### src/rtl/core/frd_pkg.sv
`timescale 1ns / 1ps
// frd_pkg: shared widths and reset constants for fraction_reduce_bounded
// used by the top level and by the shared divider and multiplier
package frd_pkg;

  localparam int DataW = 64;
  localparam int LimW = 63;
  localparam int ProdW = 2 * DataW;
  localparam int TermWidthDef = 64;
  localparam logic [LimW-1:0] LimReset = 63'd2147483647;

endpackage

### src/rtl/core/frd_mul.sv
`timescale 1ns / 1ps
// frd_mul: shift-add unsigned multiplier, one multiplier bit per cycle
// depends on frd_pkg for the data and product widths
module frd_mul (
  input  logic                       clk,
  input  logic                       rst,
  input  logic                       start,
  input  logic [frd_pkg::DataW-1:0]  op_a,
  input  logic [frd_pkg::DataW-1:0]  op_b,
  output logic                       busy,
  output logic                       done,
  output logic [frd_pkg::ProdW-1:0]  product
);

  localparam int CntW = $clog2(frd_pkg::DataW + 1);

  logic [CntW-1:0]             cnt;
  logic [frd_pkg::ProdW-1:0]   prod;
  logic [frd_pkg::DataW-1:0]   mcand;
  logic [frd_pkg::DataW:0]     sum;

  assign sum = {1'b0, prod[frd_pkg::ProdW-1:frd_pkg::DataW]}
             + (prod[0] ? {1'b0, mcand} : '0);

  always_ff @(posedge clk) begin
    if (rst) begin
      busy <= 1'b0;
      done <= 1'b0;
      cnt <= '0;
    end else begin
      done <= 1'b0;
      if (start) begin
        busy <= 1'b1;
        cnt <= CntW'(frd_pkg::DataW);
      end else if (busy) begin
        cnt <= cnt - 1'b1;
        if (cnt == CntW'(1)) begin
          busy <= 1'b0;
          done <= 1'b1;
        end
      end
    end
  end

  always_ff @(posedge clk) begin
    if (start) begin
      prod <= {{frd_pkg::DataW{1'b0}}, op_b};
      mcand <= op_a;
    end else if (busy) begin
      prod <= {sum, prod[frd_pkg::DataW-1:1]};
    end
  end

  assign product = prod;

endmodule

### config.mk
export PLATFORM = sky130hd
export DESIGN_NAME = frd_mul
export DESIGN_NICKNAME = d
export VERILOG_FILES = /design/src/rtl/core/frd_pkg.sv /design/src/rtl/core/frd_mul.sv
export SDC_FILE = /design/constraint.sdc
export NUM_CORES = 1
export LEC_CHECK = 0
export ABC_CLOCK_PERIOD_IN_PS = 4700
export CAP_MARGIN = 20
export CORE_MARGIN = 2
export CORE_UTILIZATION = 60
export CTS_CLUSTER_SIZE = 16
export DETAILED_ROUTE_END_ITERATION = 16
export DONT_BUFFER_PORTS = 1
export GPL_ROUTABILITY_DRIVEN = 0
export PLACE_DENSITY = 0.74
export SLEW_MARGIN = 20
export SYNTH_ARGS = -nofsm -noshare
export SYNTH_HDL_FRONTEND = slang
export SYNTH_SLANG_ARGS = --single-unit
### constraint.sdc
create_clock -name clk -period 4.7 [get_ports clk]
set_input_delay 0.94 -clock clk [delete_from_list [all_inputs] [get_ports clk]]
set_output_delay 0.94 -clock clk [all_outputs]
set_load 0.1 [all_outputs]
**Word level (Yosys, flattened, before mapping)**

Index checks and enable logic that the tools add are counted.

- Flip-flop bits (word level): 201
- Bits of input ports: 131
- Output and inout bits: 130
- Word-level logic and storage cells: 23

- Add/sub/neg operators: 2
- Equal/unequal tests: 1
- Multiplexer cells: 9
- Bitwise gates (word level): 1
- Reductions and logical operators: 3

Operators by type and width:

| cell | count |
|---|---|
| $mux W64 | 3 |
| $add A64 B64 Y65 | 1 |
| $mux W7 | 2 |
| $eq A7 B1 Y1 const B | 1 |
| $sub A7 B1 Y7 const B | 1 |
| $mux W1 | 4 |
| $reduce_or A3 Y1 | 1 |
| $reduce_bool A2 Y1 | 1 |
| $reduce_or A2 Y1 | 1 |
| $not A1 Y1 | 1 |

**Logic depth before layout (Yosys ltp)**

- Depth in word-level cells: 4
- Depth in mapped cells: 15
- Gate-level depth less buffers: 13

**Least setup slack after synthesis**

Ideal clock, no wire load.

- Path type: reg2reg
- Start point: register prod, in the netlist product[0]
- End point: register prod, in the netlist product[127]
- Library setup time: 0.118 ns
- Arrival time: 3.840 ns
- Data required time: 4.582 ns
- Path slack: 0.741 ns
- Stages on the path, launching flop included: 16
- Path buffers: 2
- Clock period less this slack: 3.959 ns
- Path through: edfxtp_1 > clkbuf_1 > clkbuf_1 > and2_1 > ha_1 > fa_1 > a21oi_1 > o211ai_1 > a21oi_1 > o211ai_1 > a21oi_2 > o21ai_2 > a221o_1 > a211oi_2 > o2111ai_1 > o2111a_1

- Word-level cells in the longest chain between the ends: 2

Ends and longest elaborated chain:

| element | RTL line | text |
|---|---|---|
| start, declared | frd_mul.sv:18 | `logic [frd_pkg::ProdW-1:0] prod;` |
| start signal, assigned | frd_mul.sv:47 | `prod <= {{frd_pkg::DataW{1'b0}}, op_b};` |
| start signal, assigned | frd_mul.sv:50 | `prod <= {sum, prod[frd_pkg::DataW-1:1]};` |
| $mux W64 | frd_mul.sv:23 | `+ (prod[0] ? {1'b0, mcand} : '0);` |
| $add A64 B64 Y65 | frd_mul.sv:23 |  |

Every way passes these cells.
A chain may end at the register's enable or synchronous reset.

**Worst setup path after layout**

- Start point: register prod, in the netlist product[0]
- End point: register prod, in the netlist product[120]

The elaborated chain is that of the path after synthesis.

==> summary.txt <==
Outcome
  – Status: finished, final reports clean

STA
  – RSZ-0062 raised after global routing: no
  – Tcrit/Tclk final: about four fifths
  – Worst-margin pin slew: approximately 1100 ps
  – Total negative slack: 0 ps
  – Final setup fails: 0
  – Final WS setup: 965 ps
  – Worst hold slack: just under 500 ps
  – F_max: approximately 0.27 GHz
  – Final Slew Violations: 0
  – Final hold vios: 0
  – Max Clock Skew: 10.5 ps
  – Relative slew slack: 24.6%
  – Final Critical Period: 3740 ps

Logic synthesis
  – Number of flops mapped to enable cells by yosys: 128
  – Primary FF master, synth: edfxtp_1
  – #FFs+latches synth: 201
  – Yosys warns: 0
  – Register area share after synthesis: 47.2%
  – Mapped Cells: around 1100
  – Async SR Flop Fraction: 0%
  – Netlist Area Pre-Place: approximately 0.011 sq mm
  – Syn_area_per_cell: between 10 and 15 sq um
  – Synth Net Count: ~1300
  – Cell variety after synth: 68

Setup path
  – RR Startpoint: product[0]$_DFFE_PP_
  – Worst path max stage delay: 580 ps
  – Element type at the critical path start: register
  – FF-to-FF path depth: 14
  – Critical path arrival: 4090 ps
  – Path type of the worst setup path: register to register
  – Crit-path slowest cell: nor4b_1
  – Cell Chain, Critical Path: buf_4 > and2_1 > ha_1 > a21o_1 > a21oi_1 > o31ai_2 > a211o_1 > a31oi_1 > buf_4 > nor4b_1 > nor2_1 > o21ai_0 > xnor2_1 > o21ai_0
  – Crit path max fanout: 31
  – Worst EP required: slightly above 5000 ps
  – Crit end category: register
  – R2R Path End: product[120]$_SDFFE_PP0P_
  – Reg2reg setup slack: approximately 960 ps

Cells and area
  – Layout cells sized above 1: 15.8%
  – Fin cells: 1364
  – Area Overhead vs Synth: 11.8%
  – Ant diodes: 0
  – Final core occ: between 60% and 70%
  – Fin nets: 1312
  – Finished Cell Area: about 0.013 sq mm

GRT
  – Gr usage total: between 20% and 30%
  – Initial antenna violation count: 1
  – First-pass GRT wire length: between 40000 and 50000 microns
  – Largest net degree at the start of global routing: approximately 170
  – Grt total ovfl: 0
  – Vias in the first global route: between 8000 and 9000

Clocking
  – Post-CTS Repair Setup Buffers: 0
  – CTS Buf Count: 22
  – Clock sink count: about 200
  – Clock Tree Buf Depth: 3
  – Hold-fix buffers, CTS: 0
  – Clock slew at reported path FFs: 60 ps
  – H-tree Lvls: 1
  – Post_cts resized: 0
  – Root Driver: clkbuf_16
  – Clk Latency, worst-skew pair: between 500 and 600 ps
  – CTS tree: built

Place
  – I/O Buffers: 0
  – DP Area: between 0.01 and 0.015 sq mm
  – Post-DP HPWL: ~19000 microns
  – Post-place setup slack: 964 ps
  – Placed instance count: between 1000 and 1500

Floorplanning
  – Chip width: 141 microns
  – Initial Util: approximately three fifths
  – I/O pin cnt: between 200 and 300
  – Die Area: roughly 0.020 sq mm
  – Number of core rows: 50
  – Core area: 0.0185 sq mm
  – Die H: approximately 140 microns

Drt
  – 1st-iter DRT viols: between 500 and 600
  – DRT antenna net count: 0
  – Top routing layer used: met4
  – Vias post-DR: 8250
  – Vias per inst: ~6.0
  – Met2 WL post-DR: roughly 13000 microns
  – DRC: 0
  – WL per Instance: roughly 19 microns
  – WL met1: around 11000 microns
  – First-pass DRT Iterations: 5
  – Metal3 WL: ~2500 microns
  – DRT Wirelength: about 26000 microns

Power and ir drop
  – Flop pwr share: about 47%
  – P_leak: roughly 5.1 nW
  – Net Switching: 2.02 mW
  – Combinational share of power: 21.5%
  – Pwr Density: roughly 440 mW/mm^2
  – Sw Ratio: 36.9%
  – Tot Pwr: between 5 and 6 mW
  – Pint: 3.47 mW
  – Max IR drop VDD: roughly 0.4 mV
  – Clk pwr share: a little under a third

Worst hold path
  – Hold Path Origin: rst
  – Worst hold path class: primary input to register
  – Hold path depth: 1
  – Worst Hold Endpoint: busy$_SDFF_PP0_

Flow run
  – # Max-Cap Violations: 0
state kept, by name, summed over array words and instances (netlist names):
signal	flops
cnt	7
done	1
product	128
mcand	64
busy	1
power groups by stage:
| stage | Clock, mW | Combinational [mW] | Sequential, mW |
|---|---|---|---|
| 4_1_cts | 1.75 | 1.18 | 2.59 |
| 5_1_grt | 1.82 | 1.26 | 2.60 |
| 3_3_place_gp | 0 | 1.16 | 2.62 |
| 3_5_place_dp | 0 | 1.17 | 2.62 |
| 2_1_floorplan | 0 | 0.614 | 2.94 |
| 6_report | 1.72 | 1.18 | 2.59 |
final cells by class:
class / count / area (sq um)
clock inverters: 11 / 109
well taps: 234 / 293
fillers: 1451 / 5950
multi-input cells: 800 / 5620
flip-flops and latches: 201 / 5310
inverters: 20 / 75.1
clock buffers: 29 / 618
repair buffers: 69 / 538
cell usage in the layout (no fill, tap or decap), types with 18 or more instances in the layout:
| master | Yosys | routed |
|---|---|---|
| a21o_1 | 33 | 33 |
| a21oi_1 | 79 | 79 |
| and2_1 | 66 | 66 |
| buf_4 | 2 | 68 |
| clkbuf_16 | 0 | 23 |
| dfxtp_1 | 73 | 72 |
| edfxtp_1 | 128 | 128 |
| ha_1 | 66 | 66 |
| inv_1 | 20 | 19 |
| mux2_2 | 64 | 64 |
| mux2i_1 | 29 | 29 |
| nand2_1 | 82 | 82 |
| nand3_1 | 22 | 22 |
| nand4_1 | 18 | 18 |
| nor2_1 | 89 | 88 |
| o21ai_0 | 57 | 57 |
| xnor2_1 | 36 | 36 |
| xor2_1 | 28 | 28 |
cell usage after synthesis (7+ instances only):
cell type | count | area share [%]
edfxtp_1 | 128 | 34
xor2_1 | 28 | 2.2
o21bai_1 | 15 | 1.0
inv_1 | 20 | 0.67
dfxtp_1 | 73 | 13
o21ai_0 | 57 | 2.5
o31ai_1 | 7 | 0.47
mux2i_1 | 29 | 2.6
xnor2_1 | 36 | 2.8
o211ai_1 | 7 | 0.47
nand2_1 | 82 | 2.7
nand4_1 | 18 | 1.0
a21oi_1 | 79 | 3.5
clkbuf_1 | 39 | 1.3
a21boi_0 | 8 | 0.53
a31oi_1 | 8 | 0.45
a21o_1 | 33 | 2.2
nand3_1 | 22 | 0.98
nor2_1 | 89 | 3.0
buf_2 | 10 | 0.45
ha_1 | 66 | 7.3
nor3_1 | 11 | 0.49
and2_1 | 66 | 3.7
mux2_2 | 64 | 6.4
critical path: cells and delay by family, from the launching register on:
family          cells  cell delay (ps)
xor+xnor            1              140
buf+inv             2              400
flops               1              400
simple gates        3              990
fa+ha+maj           1              270
compound gates      7             1410
kinds of logic (layout without fill, tap and decap cells):
| group | count (synthesis) | count (layout) | share of synthesized area, % |
|---|---|---|---|
| buffers and inverters | 77 | 129 | 2.83 |
| AND/OR/NAND/NOR | 316 | 316 | 13.6 |
| adder cells (fa/ha/maj) | 67 | 67 | 7.52 |
| multiplexers | 93 | 93 | 8.99 |
| XOR/XNOR | 64 | 64 | 4.99 |
| AO/OA/AOI/OAI | 260 | 260 | 14.9 |
| flip-flops | 201 | 201 | 47.2 |
worst max path at each step:
stage / start / endpoint / cells after the start
floorplan: product[0]$_DFFE_PP_ / product[127]$_SDFFE_PP0P_ / 15
global placement: product[0]$_DFFE_PP_ / product[120]$_SDFFE_PP0P_ / 14
detailed placement: product[0]$_DFFE_PP_ / product[120]$_SDFFE_PP0P_ / 14
CTS: product[0]$_DFFE_PP_ / product[120]$_SDFFE_PP0P_ / 14
global route: product[0]$_DFFE_PP_ / product[120]$_SDFFE_PP0P_ / 14
finish: product[0]$_DFFE_PP_ / product[120]$_SDFFE_PP0P_ / 14
layer usage:
| metal | global-route usage (%) | up-vias |
|---|---|---|
| li1 | - | 4015 |
| met4 | 7.00 | 0 |
| met2 | 44.3 | 333 |
| met3 | 8.39 | 48 |
| met5 | 0 | - |
| met1 | 31.9 | 3854 |
Power figures use the tool's default switching activity.
